$ cat src/rtl/psfp_pkg.sv
// Shared types and constants for the particulate sensor frame parser.
// No dependencies; every other file imports this package.
package psfp_pkg;

  localparam logic [7:0]  START_FIRST    = 8'h42;
  localparam logic [7:0]  START_SECOND   = 8'h4D;
  localparam logic [15:0] FRAME_LEN      = 16'd20;
  localparam int          NUM_WORDS      = 6;
  localparam int          WORD_W         = 16;
  localparam int          POS_W          = 5;
  localparam int          WIDX_W         = 3;

  localparam logic [POS_W-1:0] POS_START_HI = 5'd0;
  localparam logic [POS_W-1:0] POS_START_LO = 5'd1;
  localparam logic [POS_W-1:0] POS_LEN_HI   = 5'd2;
  localparam logic [POS_W-1:0] POS_LEN_LO   = 5'd3;
  localparam logic [POS_W-1:0] POS_WORD_LO  = 5'd4;
  localparam logic [POS_W-1:0] POS_WORD_HI  = 5'd15;
  localparam logic [POS_W-1:0] POS_SUM_END  = 5'd22;
  localparam logic [POS_W-1:0] POS_CHK_HI   = 5'd22;
  localparam logic [POS_W-1:0] POS_LAST     = 5'd23;

  typedef enum logic [1:0] {
    ST_OK        = 2'd0,
    ST_BAD_START = 2'd1,
    ST_BAD_LEN   = 2'd2,
    ST_BAD_SUM   = 2'd3
  } status_t;

  typedef struct packed {
    status_t                             status;
    logic [NUM_WORDS-1:0][WORD_W-1:0]    words;
  } res_t;

endpackage

$ cat src/rtl/psfp_if.sv
// Handshake channel interfaces for the frame parser: byte input and result output.
// Depends on psfp_pkg.
interface psfp_in_if import psfp_pkg::*; ();
  logic       valid;
  logic       ready;
  logic [7:0] rx_byte;

  modport source (output valid, output rx_byte, input ready);
  modport sink   (input valid, input rx_byte, output ready);
endinterface

interface psfp_out_if import psfp_pkg::*; ();
  logic              valid;
  logic              ready;
  logic [1:0]        status;
  logic [WORD_W-1:0] pm1_indoor;
  logic [WORD_W-1:0] pm25_indoor;
  logic [WORD_W-1:0] pm10_indoor;
  logic [WORD_W-1:0] pm1_outdoor;
  logic [WORD_W-1:0] pm25_outdoor;
  logic [WORD_W-1:0] pm10_outdoor;

  modport source (output valid, output status, output pm1_indoor, output pm25_indoor,
                  output pm10_indoor, output pm1_outdoor, output pm25_outdoor,
                  output pm10_outdoor, input ready);
  modport sink   (input valid, input status, input pm1_indoor, input pm25_indoor,
                  input pm10_indoor, input pm1_outdoor, input pm25_outdoor,
                  input pm10_outdoor, output ready);
endinterface

$ cat src/rtl/psfp_in_stage.sv
// Input register for received bytes.
// Depends on psfp_pkg.
module psfp_in_stage import psfp_pkg::*; (
  input  logic       clk,
  input  logic       rst_n,
  input  logic       in_valid,
  input  logic [7:0] in_byte,
  output logic       in_ready,
  input  logic       take,
  output logic       hold_valid,
  output logic [7:0] hold_byte
);

  logic       valid_r, valid_nxt;
  logic [7:0] byte_r;

  assign in_ready = !valid_r || take;

  always_comb begin
    valid_nxt = valid_r;
    if (take) valid_nxt = 1'b0;
    if (in_valid && in_ready) valid_nxt = 1'b1;
  end

  always_ff @(posedge clk) begin
    if (!rst_n) begin
      valid_r <= 1'b0;
    end else begin
      valid_r <= valid_nxt;
    end
  end

  always_ff @(posedge clk) begin
    if (in_valid && in_ready) byte_r <= in_byte;
  end

  assign hold_valid = valid_r;
  assign hold_byte  = byte_r;

endmodule

$ cat src/rtl/psfp_parse.sv
// Frame position tracking, field assembly, checksum and status decision.
// Depends on psfp_pkg.
module psfp_parse import psfp_pkg::*; (
  input  logic       clk,
  input  logic       rst_n,
  input  logic       step,
  input  logic [7:0] rx_byte,
  output logic       has_res,
  output res_t       res
);

  logic [POS_W-1:0]                 pos_r, pos_nxt;
  logic [WORD_W-1:0]                sum_r, sum_nxt;
  logic [WORD_W-1:0]                len_r, len_nxt;
  logic [NUM_WORDS-1:0][WORD_W-1:0] words_r, words_nxt;
  logic [7:0]                       chk_hi_r, chk_hi_nxt;
  logic [POS_W-1:0]                 word_off;
  logic [WIDX_W-1:0]                widx;
  logic [7:0]                       want;
  logic [WORD_W-1:0]                check;

  assign word_off = pos_r - POS_WORD_LO;
  assign widx     = word_off[WIDX_W:1];
  assign want     = (pos_r == POS_START_HI) ? START_FIRST : START_SECOND;
  assign check    = {chk_hi_r, rx_byte};

  always_comb begin
    pos_nxt    = pos_r;
    sum_nxt    = sum_r;
    len_nxt    = len_r;
    words_nxt  = words_r;
    chk_hi_nxt = chk_hi_r;
    has_res    = 1'b0;
    res.status = ST_OK;
    res.words  = '0;

    if (pos_r == POS_START_HI || pos_r == POS_START_LO) begin
      if (rx_byte != want) begin
        has_res    = 1'b1;
        res.status = ST_BAD_START;
        pos_nxt    = '0;
        sum_nxt    = '0;
      end else begin
        sum_nxt = sum_r + {8'h00, rx_byte};
        pos_nxt = pos_r + 1'b1;
      end
    end else if (pos_r > POS_LAST) begin
      // unreachable position: fall back to hunting
      pos_nxt = '0;
      sum_nxt = '0;
    end else begin
      if (pos_r < POS_SUM_END) sum_nxt = sum_r + {8'h00, rx_byte};
      pos_nxt = pos_r + 1'b1;

      if (pos_r == POS_LEN_HI) begin
        len_nxt = {rx_byte, 8'h00};
      end else if (pos_r == POS_LEN_LO) begin
        len_nxt = {len_r[15:8], rx_byte};
      end else if (pos_r >= POS_WORD_LO && pos_r <= POS_WORD_HI) begin
        if (pos_r[0]) words_nxt[widx] = {words_r[widx][15:8], rx_byte};
        else          words_nxt[widx] = {rx_byte, 8'h00};
      end else if (pos_r == POS_CHK_HI) begin
        chk_hi_nxt = rx_byte;
      end else if (pos_r == POS_LAST) begin
        has_res = 1'b1;
        if (len_r != FRAME_LEN)  res.status = ST_BAD_LEN;
        else if (check != sum_r) res.status = ST_BAD_SUM;
        else                     res.status = ST_OK;
        if (res.status == ST_OK) res.words = words_r;
        pos_nxt = '0;
        sum_nxt = '0;
      end
    end
  end

  always_ff @(posedge clk) begin
    if (!rst_n) begin
      pos_r    <= '0;
      sum_r    <= '0;
      len_r    <= '0;
      words_r  <= '0;
      chk_hi_r <= '0;
    end else if (step) begin
      pos_r    <= pos_nxt;
      sum_r    <= sum_nxt;
      len_r    <= len_nxt;
      words_r  <= words_nxt;
      chk_hi_r <= chk_hi_nxt;
    end
  end

endmodule

$ cat src/rtl/psfp_out_stage.sv
// Result register holding one finished frame status until it is taken.
// Depends on psfp_pkg.
module psfp_out_stage import psfp_pkg::*; (
  input  logic clk,
  input  logic rst_n,
  input  logic load,
  input  res_t res,
  output logic free,
  output logic out_valid,
  input  logic out_ready,
  output res_t out_res
);

  logic valid_r, valid_nxt;
  res_t res_r;

  assign free = !valid_r || out_ready;

  always_comb begin
    valid_nxt = valid_r;
    if (out_ready) valid_nxt = 1'b0;
    if (load)      valid_nxt = 1'b1;
  end

  always_ff @(posedge clk) begin
    if (!rst_n) begin
      valid_r <= 1'b0;
    end else begin
      valid_r <= valid_nxt;
    end
  end

  always_ff @(posedge clk) begin
    if (load) res_r <= res;
  end

  assign out_valid = valid_r;
  assign out_res   = res_r;

endmodule

$ cat src/rtl/particle_sensor_frame_parser_core.sv
// Particulate sensor frame parser, top level. Takes one received serial byte per item
// and emits one result per 24-byte frame (0x42 0x4D, length, six words, six spare bytes,
// checksum) or per bad start byte. One item per clock cycle when not stalled: a byte
// passes an input register, combinational parsing logic, and a result register. A held
// result does not stop the next bytes unless a second result is due before the first
// is taken.
// Depends on psfp_pkg, psfp_if, psfp_in_stage, psfp_parse and psfp_out_stage.
module particle_sensor_frame_parser_core import psfp_pkg::*; (
  input  logic           clk,
  input  logic           rst_n,
  psfp_in_if.sink        in_chan,
  psfp_out_if.source     out_chan
);

  logic       s1_valid;
  logic [7:0] s1_byte;
  logic       s1_go;
  logic       has_res;
  res_t       res;
  logic       out_free;
  res_t       out_res;

  // advance the held byte unless its result has nowhere to go
  assign s1_go = s1_valid && (!has_res || out_free);

  psfp_in_stage u_in (
    .clk        (clk),
    .rst_n      (rst_n),
    .in_valid   (in_chan.valid),
    .in_byte    (in_chan.rx_byte),
    .in_ready   (in_chan.ready),
    .take       (s1_go),
    .hold_valid (s1_valid),
    .hold_byte  (s1_byte)
  );

  psfp_parse u_parse (
    .clk     (clk),
    .rst_n   (rst_n),
    .step    (s1_go),
    .rx_byte (s1_byte),
    .has_res (has_res),
    .res     (res)
  );

  psfp_out_stage u_out (
    .clk       (clk),
    .rst_n     (rst_n),
    .load      (s1_go && has_res),
    .res       (res),
    .free      (out_free),
    .out_valid (out_chan.valid),
    .out_ready (out_chan.ready),
    .out_res   (out_res)
  );

  assign out_chan.status       = out_res.status;
  assign out_chan.pm1_indoor   = out_res.words[0];
  assign out_chan.pm25_indoor  = out_res.words[1];
  assign out_chan.pm10_indoor  = out_res.words[2];
  assign out_chan.pm1_outdoor  = out_res.words[3];
  assign out_chan.pm25_outdoor = out_res.words[4];
  assign out_chan.pm10_outdoor = out_res.words[5];

endmodule
$ cat src/flat_wrapper.sv
// flat-port wrapper written by rule: the top's interface ports become plain ports
module particle_sensor_frame_parser_core_flat import psfp_pkg::*;
  (clk, rst_n, in_chan_valid, in_chan_rx_byte, in_chan_ready, out_chan_valid, out_chan_status, out_chan_pm1_indoor, out_chan_pm25_indoor, out_chan_pm10_indoor, out_chan_pm1_outdoor, out_chan_pm25_outdoor, out_chan_pm10_outdoor, out_chan_ready);
  psfp_in_if in_chan_i ();
  psfp_out_if out_chan_i ();
  input  logic clk;
  input  logic rst_n;
  input wire logic [$bits(in_chan_i.valid)-1:0] in_chan_valid;
  input wire logic [$bits(in_chan_i.rx_byte)-1:0] in_chan_rx_byte;
  output wire logic [$bits(in_chan_i.ready)-1:0] in_chan_ready;
  output wire logic [$bits(out_chan_i.valid)-1:0] out_chan_valid;
  output wire logic [$bits(out_chan_i.status)-1:0] out_chan_status;
  output wire logic [$bits(out_chan_i.pm1_indoor)-1:0] out_chan_pm1_indoor;
  output wire logic [$bits(out_chan_i.pm25_indoor)-1:0] out_chan_pm25_indoor;
  output wire logic [$bits(out_chan_i.pm10_indoor)-1:0] out_chan_pm10_indoor;
  output wire logic [$bits(out_chan_i.pm1_outdoor)-1:0] out_chan_pm1_outdoor;
  output wire logic [$bits(out_chan_i.pm25_outdoor)-1:0] out_chan_pm25_outdoor;
  output wire logic [$bits(out_chan_i.pm10_outdoor)-1:0] out_chan_pm10_outdoor;
  input wire logic [$bits(out_chan_i.ready)-1:0] out_chan_ready;
  assign in_chan_i.valid = in_chan_valid;
  assign in_chan_i.rx_byte = in_chan_rx_byte;
  assign in_chan_ready = in_chan_i.ready;
  assign out_chan_valid = out_chan_i.valid;
  assign out_chan_status = out_chan_i.status;
  assign out_chan_pm1_indoor = out_chan_i.pm1_indoor;
  assign out_chan_pm25_indoor = out_chan_i.pm25_indoor;
  assign out_chan_pm10_indoor = out_chan_i.pm10_indoor;
  assign out_chan_pm1_outdoor = out_chan_i.pm1_outdoor;
  assign out_chan_pm25_outdoor = out_chan_i.pm25_outdoor;
  assign out_chan_pm10_outdoor = out_chan_i.pm10_outdoor;
  assign out_chan_i.ready = out_chan_ready;
  particle_sensor_frame_parser_core u_core (.clk(clk), .rst_n(rst_n), .in_chan(in_chan_i), .out_chan(out_chan_i));
endmodule
$ cat config.mk
export PLATFORM = sky130hd
export DESIGN_NAME = particle_sensor_frame_parser_core_flat
export DESIGN_NICKNAME = d
export VERILOG_FILES = /design/src/rtl/psfp_pkg.sv /design/src/rtl/psfp_if.sv /design/src/rtl/psfp_in_stage.sv /design/src/rtl/psfp_parse.sv /design/src/rtl/psfp_out_stage.sv /design/src/rtl/particle_sensor_frame_parser_core.sv /design/src/flat_wrapper.sv
export SDC_FILE = /design/constraint.sdc
export NUM_CORES = 1
export LEC_CHECK = 0
export ABC_CLOCK_PERIOD_IN_PS = 7070
export BUFFER_PORTS_ARGS = -buffer_cell sky130_fd_sc_hd__buf_2
export CAP_MARGIN = 30
export CELL_PAD_IN_SITES_DETAIL_PLACEMENT = 1
export CELL_PAD_IN_SITES_GLOBAL_PLACEMENT = 2
export CORE_MARGIN = 2
export CORE_UTILIZATION = 39
export DETAILED_ROUTE_END_ITERATION = 10
export PLACE_DENSITY_LB_ADDON = 0.2
export SETUP_SLACK_MARGIN = 0.5
export SLEW_MARGIN = 20
export SYNTH_ARGS = -nofsm -noshare
export SYNTH_HDL_FRONTEND = slang
export SYNTH_SLANG_ARGS = --single-unit
export TNS_END_PERCENT = 30
$ cat constraint.sdc
create_clock -name clk -period 7.07 [get_ports clk]
set_clock_uncertainty 0.05 [all_clocks]
set_input_delay 0 -clock clk [delete_from_list [all_inputs] [get_ports clk]]
set_output_delay 0 -clock clk [all_outputs]
set_load 0.005 [all_outputs]
==> results.tsv, run 1 <==
stage	metric	value	unit
run_status	outcome	finished, final reports clean	
power	combPwrFrac	0.054	
global_route	grt_max_degree	83	
synthesis	netlist_instances	923	
synthesis	netlist_area	0.01045	mm^2
route	firstDrtPassIters	4	
sta	period_share	0.5596	
clock_tree	path_clk_slew	60	ps
clock_tree	clock-root-buffer	clkbuf_16	
power	static-leakage-power	4.673	nW
clock_tree	clk_path_buf_depth	3	
floorplanning	core_area	0.02621	mm^2
floorplanning	dieArea	0.02812	mm^2
synthesis	yosysSeqAreaShare	0.5786	
critical_path	critical_path_class	flop to flop	
final_layout	layout_commonest_cell	dfxtp_1	
synthesis	synth_top_family_by_area	simple AND/OR/NAND/NOR gates	
final_layout	diodes	0	
synthesis	synthXorXnorAreaFrac	0.01174	
clock_tree	postCtsSetupBuffers	0	
place	port_buffers	111	
min_path	min_path_type	input port to flop	
critical_path	r2r_cells	6	
clock_tree	cts_hold_buf	10	
synthesis	synthArstFlopShare	0	
synthesis	ys_warn_count	0	
floorplanning	top_level_ports	112	
sta	rsz0062_at_grt	false	
power	finalPower	3.244	mW
route	met1_length	12560	um
place	routabilityCongestion	0.7593	
route	ant_nets	0	
clock_tree	clk_latency	550	ps
final_layout	nets	1066	
clock_tree	cts_tree	yes	
synthesis	yosys.area_share.simple	0.1715	
route	drt_iter0_drc	444	
power	p_int	2.514	mW
sta	maxSlewHeadroom	0.4183	
critical_path	cp.required	7200	ps
critical_path	reg2reg_slack	3110	ps
synthesis	synthesis.nets	953	
critical_path	crit_arrival	4080	ps
route	drc_errors	0	
global_route	overflow	0	
final_layout	layout_common_cells	143 x dfxtp_1, 131 x nand2_1, 110 x buf_2, 106 x edfxtp_1, 83 x and2_1	
route	top_layer	met4	
synthesis	synthAdderAreaFrac	0.02227	
job	max_cap_violations	0	
clock_tree	cts_buffers	27	
final_layout	stdcell_area	0.01236	mm^2
place	dp.cells	1330	
critical_path	startpoint_type	flop	
power	vdd_ir_drop_max	0.2988	mV
final_layout	area_delta_synth_final	18.33	%
synthesis	yosys-top-cells-area	edfxtp_1 30%, dfxtp_1 27%, mux2i_1 6.1%	
floorplanning	initial_core_util	0.3987	
final_layout	final_cells	1392	
min_path	min-delay-start	rst_n	
synthesis	synth.distinct_cells	60	
route	num_vias	7441	
global_route	antenna_found_initial	0	
synthesis	synth_edf_count	106	
synthesis	synth_mux_area_frac	0.08718	
synthesis	ys_ff_latch	249	
sta	tightest_slew	872.6	ps
synthesis	synth_area_per_cell	11.32	um^2
sta	hold-worst-slack	37.23	ps
global_route	grt_pass1_vias	7728	
power	p_switching	0.7307	mW
floorplanning	die_height	167.7	um
critical_path	cp-end-kind	flop	
floorplanning	die_w	167.7	um
critical_path	rr_startpoint	u_core.u_parse.pos_r[0]	
min_path	hold_depth	3	
global_route	grt_use_total	0.1960	
place	dp_hpwl	18140	um
clock_tree	h-tree-depth	1	
sta	finalMaxSlewViolations	0	
power	power.share.clock	0.464	
power	swShare	0.2252	
critical_path	worstSetupStartpoint	u_core.u_parse.pos_r[0]	
power	power_density	262.4	mW/mm^2
floorplanning	rows	59	
clock_tree	cts.sinks	249	
clock_tree	ctsResizeCount	0	
sta	setup_tns	0	ps
sta	setup_viol	0	
sta	hold_violations	0	
route	wl_met2	13550	um
global_route	grt_pass1_wl	43930	um
route	drt-vias-per-instance	5.346	
power	p_seq_frac	0.482	
route	wirelength	27500	um
sta	max_freq	252.8	MHz
synthesis	synth_top_flop_cell	dfxtp_1	
synthesis	synth_top_area_share	0.3046	
critical_path	cp_max_fo	52	
sta	finalCriticalPeriod	3956	ps
route	met3_length	862	um
final_layout	final_layout_size_suffix_gt1_frac	0.2044	
route	wl_per_cell	19.75	um
synthesis	synth_area_leader_cell	edfxtp_1	
synthesis	synth-compound-area-share	0.09927	
place	dpl_cell_area	0.01128	mm^2
==> synthesized netlist by cell type (8+ instances only) <==
cell and n:
a21oi_1 27, a221o_1 8, and2_1 83, and2_2 16, clkbuf_1 36, dfxtp_1 143
edfxtp_1 106, ha_1 17, inv_1 11, mux2_2 8, mux2i_1 64, mux4_2 8
nand2_1 131, nand3_1 24, nand4_1 11, nor2_1 31, o211ai_1 10, o21ai_0 15
o22ai_1 49, xnor2_1 10
==> sequential cells by signal, summed over array words and instances (netlist names), 5 cells and up <==
register,count
u_core.u_parse.words_r,96
u_core.u_out.out_res,98
u_core.u_parse.sum_r,16
u_core.u_parse.pos_r,5
u_core.u_in.hold_byte,8
u_core.u_parse.chk_hi_r,8
u_core.u_parse.len_r,16
==> metrics by stage <==
step	worst slack [ps]	utilization
2_1_floorplan	2167	-
3_3_place_gp	2962	0.4296
3_5_place_dp	2863	0.4305
4_1_cts	2821	0.4708
5_1_grt	2809	0.4718
6_report	3114	0.4718
==> per-layer routing <==
metal,up-vias,GRT usage
met5,-,0
met2,120,0.3372
met3,40,0.02765
met4,0,0.04499
li1,3571,-
met1,3710,0.2632
==> path summary, 6_finish.rpt <==
path / end
max: u_core.u_out.out_res[56]
min: u_core.u_parse.words_r[30]
max reg2reg: u_core.u_out.out_res[56]
min reg2reg: u_core.u_parse.len_r[6]
==> final cells by class <==
cell class                      count  area [um^2]
Clock inverter                     17        239.0
Multi-Input combinational cell    609         4108
Sequential cell                   249         6046
Tap cell                          335        419.2
Fill cell                        2800        13840
Clock buffer                       33        718.2
Timing Repair Buffer              135        782.0
Inverter                           14        52.55
==> worst max-delay path: stages (launching register included) <==
cell     delay, ps
dfxtp_1        630
inv_1          370
ha_1           380
nor4b_1        610
a21o_1         160
and3_4         670
buf_4          620
==> power by group through the flow <==
stage          sequential (mW)  clock [mW]  combinational [mW]
2_1_floorplan             1.60           0              0.0918
3_3_place_gp              1.59           0               0.169
3_5_place_dp              1.60           0               0.171
4_1_cts                   1.57        1.55               0.176
5_1_grt                   1.57        1.60               0.191
6_report                  1.56        1.51               0.174
==> cell families after synthesis <==
logic type      count (synthesis)
simple gates                  344
flops                         249
buf+inv                        65
compound gates                153
xor+xnor                       14
fa+ha+maj                      18
mux                            80
(Power assumes the default switching activity.)
==> inputs of run 2 (changes only) <==
ABC_CLOCK_PERIOD_IN_PS = 3700   (was 7070)
clock period = 3.7 ns   (was 7.07 ns; I/O delays follow)
==> run 2 against run 1 <==
- worst hold slack gained 87 ps
- critical path depth grew 3
- core utilization grew 0.45 points
- flip-flop and latch count is the same
- via count is the same
- sequential share of layout area shrank 0.46 points
- combinational power grew 110%
- clock power grew 78%
- setup slack lost 2500 ps
- largest cell class unchanged
- highest routed layer unchanged
==> results.tsv, run 2 (synthesized netlist as in run 1, its figures left out) <==
stage	metric	value	unit	change
run_status	outcome	finished, final reports clean		
final_layout	fillers	2840		+1.4%
route	drt-vias-per-instance	5.289		-1.1%
route	ant_nets	0		unchanged
sta	max_freq	325.9	MHz	+29%
clock_tree	clock-root-buffer	clkbuf_16		
floorplanning	top_level_ports	112		unchanged
final_layout	nets	1081		+1.4%
critical_path	cp_max_fo	18		-65%
power	power_density	483.3	mW/mm^2	+84%
critical_path	startpoint_type	flop		
global_route	antenna_found_initial	0		unchanged
sta	hold_violations	0		unchanged
final_layout	area_delta_synth_final	19.47	%	
critical_path	reg2reg_slack	630	ps	-2480 ps
place	port_buffers	111		unchanged
floorplanning	dieArea	0.02812	mm^2	unchanged
clock_tree	path_clk_slew	60	ps	about the same
min_path	min_path_type	input port to flop		
clock_tree	clk_latency	540	ps	about the same
global_route	grt_pass1_vias	7739		+0.14%
clock_tree	cts_buffers	27		unchanged
floorplanning	initial_core_util	0.3987		unchanged
sta	tightest_slew	730.0	ps	-142.6 ps
global_route	grt_max_degree	97		+17%
clock_tree	h-tree-depth	1		unchanged
critical_path	critical_path_class	flop to flop		
clock_tree	cts_tree	yes		
sta	hold-worst-slack	123.9	ps	+86.67 ps
place	dp_hpwl	18530	um	+2.2%
final_layout	layout_commonest_cell	dfxtp_1		
floorplanning	die_w	167.7	um	unchanged
place	routabilityCongestion	0.8220		+8.3%
critical_path	r2r_cells	9		+3
route	drt_iter0_drc	451		+1.6%
route	wirelength	27780	um	+1.0%
route	num_vias	7441		unchanged
sta	rsz0062_at_grt	true		
final_layout	final_layout_size_suffix_gt1_frac	0.2136		+0.009267
final_layout	largest_register_ffs	98		unchanged
sta	setup_viol	0		unchanged
route	firstDrtPassIters	4		unchanged
critical_path	rr_startpoint	u_core.u_parse.pos_r[0]		
critical_path	cpMostUsedCell	ha_1		
critical_path	crit_slowest_cell	or4b_2		
min_path	min_to	u_core.u_in.hold_byte[4]		
route	drc_errors	0		unchanged
floorplanning	rows	59		unchanged
critical_path	crit_arrival	3470	ps	-610 ps
critical_path	worstSetupStartpoint	u_core.u_parse.pos_r[0]		
min_path	min-delay-start	in_chan_rx_byte[4]		
critical_path	cp-end-kind	flop		
critical_path	crit_chain	ha_1 > and2_1 > ha_1 > or4b_2 > nand2_1 > a2bb2oi_4 > buf_4 > o21ai_0 > a31oi_1		
route	wl_per_cell	19.74	um	about the same
critical_path	slowest_delay	710	ps	+40 ps
critical_path	cp.required	4100	ps	-3100 ps
clock_tree	cts.sinks	249		unchanged
final_layout	diodes	0		unchanged
power	vdd_ir_drop_max	0.3679	mV	+23%
sta	finalMaxSlewViolations	0		unchanged
global_route	overflow	0		unchanged
final_layout	layout_common_cells	142 x dfxtp_1, 131 x nand2_1, 110 x buf_2, 106 x edfxtp_1, 83 x and2_1		
sta	setup_tns	0	ps	unchanged
final_layout	stdcell_area	0.01248	mm^2	+0.96%
sta	period_share	0.8293		+0.2697
critical_path	regToRegEndpoint	u_core.u_parse.sum_r[15]		
global_route	grt_use_total	0.1992		+0.003146
floorplanning	core_area	0.02621	mm^2	unchanged
clock_tree	clk_path_buf_depth	3		unchanged
global_route	grt_pass1_wl	44370	um	+1.0%
place	dpl_cell_area	0.01140	mm^2	+1.1%
job	max_cap_violations	0		unchanged
sta	finalCriticalPeriod	3068	ps	-887.7 ps
floorplanning	die_height	167.7	um	unchanged
power	static-leakage-power	4.690	nW	+0.37%
sta	maxSlewHeadroom	0.5128		+0.09454
min_path	hold_depth	2		-1
==> run 2: power by group <==
part / switching [mW] / internal [mW] / leakage (nW) / total [mW]
Clock: 1.10 / 1.59 / 0.429 / 2.69
Combinational: 0.233 / 0.131 / 2.16 / 0.364
Sequential: 0.0372 / 2.95 / 2.10 / 2.98
==> run 2: final cells by class <==
| cell class | instances | area [um^2] | share of cell area |
|---|---|---|---|
| Sequential cell | 249 | 6047 | 0.4844 |
| Multi-Input combinational cell | 609 | 4144 | 0.3320 |
| Timing Repair Buffer | 150 | 940.9 | 0.07537 |
| Clock buffer | 35 | 725.7 | 0.05813 |
| Tap cell | 335 | 419.2 | 0.03358 |
| Clock inverter | 15 | 150.1 | 0.01203 |
| Inverter | 14 | 56.30 | 0.004510 |
==> run 2: critical path, delay by kind of cell, from the launching register on <==
kind	cells	cell delay, ps
fa+ha+maj	2	510
simple gates	3	1080
flops	1	410
compound gates	3	620
buf+inv	1	310
==> run 2: stage by stage <==
stage / utilization / total power, mW / cells / worst slack, ps
after floorplan: - / 3.221 / 923 / 534.0
after global placement: 0.4345 / 3.389 / 1340 / 422.6
after detailed placement: 0.4350 / 3.399 / 1341 / 324.8
after CTS: 0.4734 / 6.107 / 1403 / 445.5
after global routing: 0.4763 / 6.258 / 1407 / 461.9
final: 0.4763 / 6.033 / 1407 / 631.5
==> run 2: how the worst max path moves through the flow <==
stage,depth (start not counted),end,slack [ps]
2_1_floorplan,8,u_core.u_out.out_res[0],530
3_3_place_gp,10,u_core.u_parse.words_r[44],420
6_report,9,u_core.u_parse.sum_r[15],630
3_5_place_dp,10,u_core.u_parse.words_r[47],320
5_1_grt,7,u_core.u_out.out_res[14],460
4_1_cts,10,u_core.u_parse.words_r[9],450
==> run 2: routing by layer <==
metal,vias up,wire length (um),global-route usage
met5,-,0,0
met4,0,478,0.04839
met3,33,881,0.02505
met2,118,13610,0.3410
met1,3694,12810,0.2697
li1,3596,-,-
==> run 2: timing repair <==
action                                  4_1_cts  5_1_grt
endpoints found under the hold margin        27        0
hold buffers                                 12        0
endpoints found under the setup margin       51       97
resized for setup                             2        7
buffers inserted                              0        2
pin swaps                                     0        1
==> inputs of run 3 (changes only) <==
ABC_CLOCK_PERIOD_IN_PS = 2500   (was 3700)
CORE_UTILIZATION = 35   (was 39)
clock period = 2.5 ns   (was 3.7 ns; I/O delays follow)
==> run 3 against run 2 <==
- cell area is 19% higher
- highest routed layer unchanged
- worst hold slack better by 11 ps
- global-route usage is 0.21 points higher
- the run now ends with setup timing left
- largest power group unchanged
- critical path type unchanged
- flip-flop and latch count stayed put
==> results.tsv, run 3 (synthesized netlist as in run 1, its figures left out) <==
stage	metric	value	unit	change
critical_path	cp.required	2680	ps	-1420 ps
route	drt_iter0_drc	446		-1.1%
job	max_cap_violations	0		unchanged
clock_tree	clk_latency	550	ps	about the same
route	wirelength	33010	um	+19%
place	routabilityCongestion	0.8166		-0.66%
final_layout	nets	1223		+13%
place	dp_hpwl	20370	um	+9.9%
place	dp.cells	1476		+10%
final_layout	final_cells	1604		+14%
sta	setup_viol	152		+152
floorplanning	top_level_ports	112		unchanged
sta	fin_ws	-141.1	ps	-772.6 ps
route	wl_per_cell	20.58	um	+4.2%
global_route	antenna_found_initial	1		+1
sta	rsz0062_at_grt	true		
route	ant_nets	0		unchanged
final_layout	largest_register_ffs	98		unchanged
route	num_vias	8183		+10%
clock_tree	clock-root-buffer	clkbuf_16		
critical_path	reg2reg_slack	-140	ps	-770 ps
clock_tree	path_clk_slew	60	ps	about the same
run_status	outcome	complete, but fails checks		
floorplanning	rows	63		+6.8%
place	port_buffers	111		unchanged
final_layout	final_layout_size_suffix_gt1_frac	0.3929		+0.1793
route	drc_errors	0		unchanged
route	drt-vias-per-instance	5.102		-3.5%
critical_path	cp-end-kind	flop		
sta	period_share	1.056		+0.2271
sta	setup_tns	-9084	ps	-9084 ps
global_route	grt_pass1_wl	49000	um	+10%
floorplanning	initial_core_util	0.3544		-0.04428
clock_tree	cts_buffers	27		unchanged
sta	finalMaxSlewViolations	0		unchanged
clock_tree	clk_path_buf_depth	3		unchanged
critical_path	crit_arrival	2820	ps	-650 ps
floorplanning	dieArea	0.03125	mm^2	+11%
global_route	grt_max_degree	38		-61%
route	firstDrtPassIters	4		unchanged
min_path	hold_depth	2		unchanged
critical_path	cp_max_fo	22		+4
final_layout	area_delta_synth_final	41.97	%	
final_layout	layout_common_cells	139 x dfxtp_1, 127 x nand2_1, 109 x buf_2, 106 x edfxtp_1, 104 x buf_4		
sta	maxSlewHeadroom	0.5372		+0.02441
clock_tree	cts_tree	yes		
final_layout	diodes	0		unchanged
min_path	min_to	u_core.u_in.hold_byte[3]		
critical_path	r2r_cells	12		+3
min_path	min_path_type	input port to flop		
critical_path	regToRegEndpoint	u_core.u_out.out_res[25]		
global_route	overflow	0		unchanged
place	pre_cts_slack	-331.4	ps	-656.2 ps
global_route	grt_pass1_vias	8574		+11%
clock_tree	cts.sinks	249		unchanged
floorplanning	die_height	176.8	um	+5.4%
power	power_density	625.7	mW/mm^2	+29%
sta	tightest_slew	693.2	ps	-36.85 ps
floorplanning	die_w	176.8	um	+5.4%
sta	finalCriticalPeriod	2641	ps	-427.4 ps
power	static-leakage-power	5.659	nW	+21%
sta	hold_violations	0		unchanged
floorplanning	core_area	0.02948	mm^2	+12%
critical_path	rr_startpoint	u_core.u_parse.pos_r[1]		
run_status	violations	setup timing		
critical_path	startpoint_type	flop		
power	vdd_ir_drop_max	0.4496	mV	+22%
min_path	min-delay-start	in_chan_rx_byte[3]		
critical_path	worstSetupStartpoint	u_core.u_parse.pos_r[1]		
global_route	grt_use_total	0.2013		+0.002104
clock_tree	h-tree-depth	1		unchanged
final_layout	layout_commonest_cell	dfxtp_1		
critical_path	critical_path_class	flop to flop		
power	finalPower	9.282	mW	+54%
sta	max_freq	378.6	MHz	+16%
[run 3: changes by cell type in the layout (fill, tap and decap cells not counted), moves of 8 or more]
cell and change:
and2_4 +25, buf_6 +36, buf_12 +12, o22ai_2 +13
buf_4 +83, ha_1 -9, ha_4 +8, and2_1 -20
o22ai_1 -14, nand3_2 +11, nand3_1 -14
[run 3: cell type report]
class	count	area, um^2
multi-input combinational	611	4863
inverter	14	65.06
fill	3114	14650
tap	390	488.0
timing repair buffer	290	2462
clock inverter	16	163.9
sequential	249	6058
clock buffer	34	733.2
[run 3: worst max path at each step]
stage                                       to  slack [ps]  depth (start not counted)
detailed placement  u_core.u_parse.words_r[90]        -330                          9
CTS                              in_chan_ready         -40                         11
global route          u_core.u_out.out_res[25]        -190                         12
finish                u_core.u_out.out_res[25]        -140                         12
global placement    u_core.u_parse.words_r[93]        -260                          9
floorplan              u_core.u_out.out_res[0]        -230                          8
[run 3: power by group]
part	internal, mW	switching (mW)
clock	2.39	1.64
sequential	4.36	0.0402
combinational	0.377	0.474
[run 3: metal layers]
metal,vias up,share of wire,global-route usage
met5,-,0,0
li1,3892,-,-
met1,4113,0.45,0.2621
met3,42,0.028,0.03007
met4,0,0.019,0.04890
met2,136,0.50,0.3512
[run 3: worst max-delay path, cell delays in order (launching register included)]
cell      delay, ps
dfxtp_2         360
buf_6           130
clkinv_4         80
ha_4            180
buf_4           150
and3_4          180
o21ai_4         150
buf_6           130
buf_6            90
a21o_1          130
buf_4           140
and3_4          330
buf_12          220
[run 3: repair_timing]
item	in CTS	in global routing
setup endpoints to repair	348	348
endpoints found under the hold margin	36	0
buffers inserted	51	2
hold buffers	11	0
pin swaps	54	31
cloned	6	8
resized for setup	142	59
[run 3: metrics by stage]
step                  util  cell area [um^2]  hold WS, ps
floorplan                -             10570        48.87
global placement    0.4144             12220        126.7
detailed placement  0.4149             12230        128.4
CTS                 0.4893             14430        105.3
global route        0.5032             14830        119.1
finish              0.5032             14830        134.4
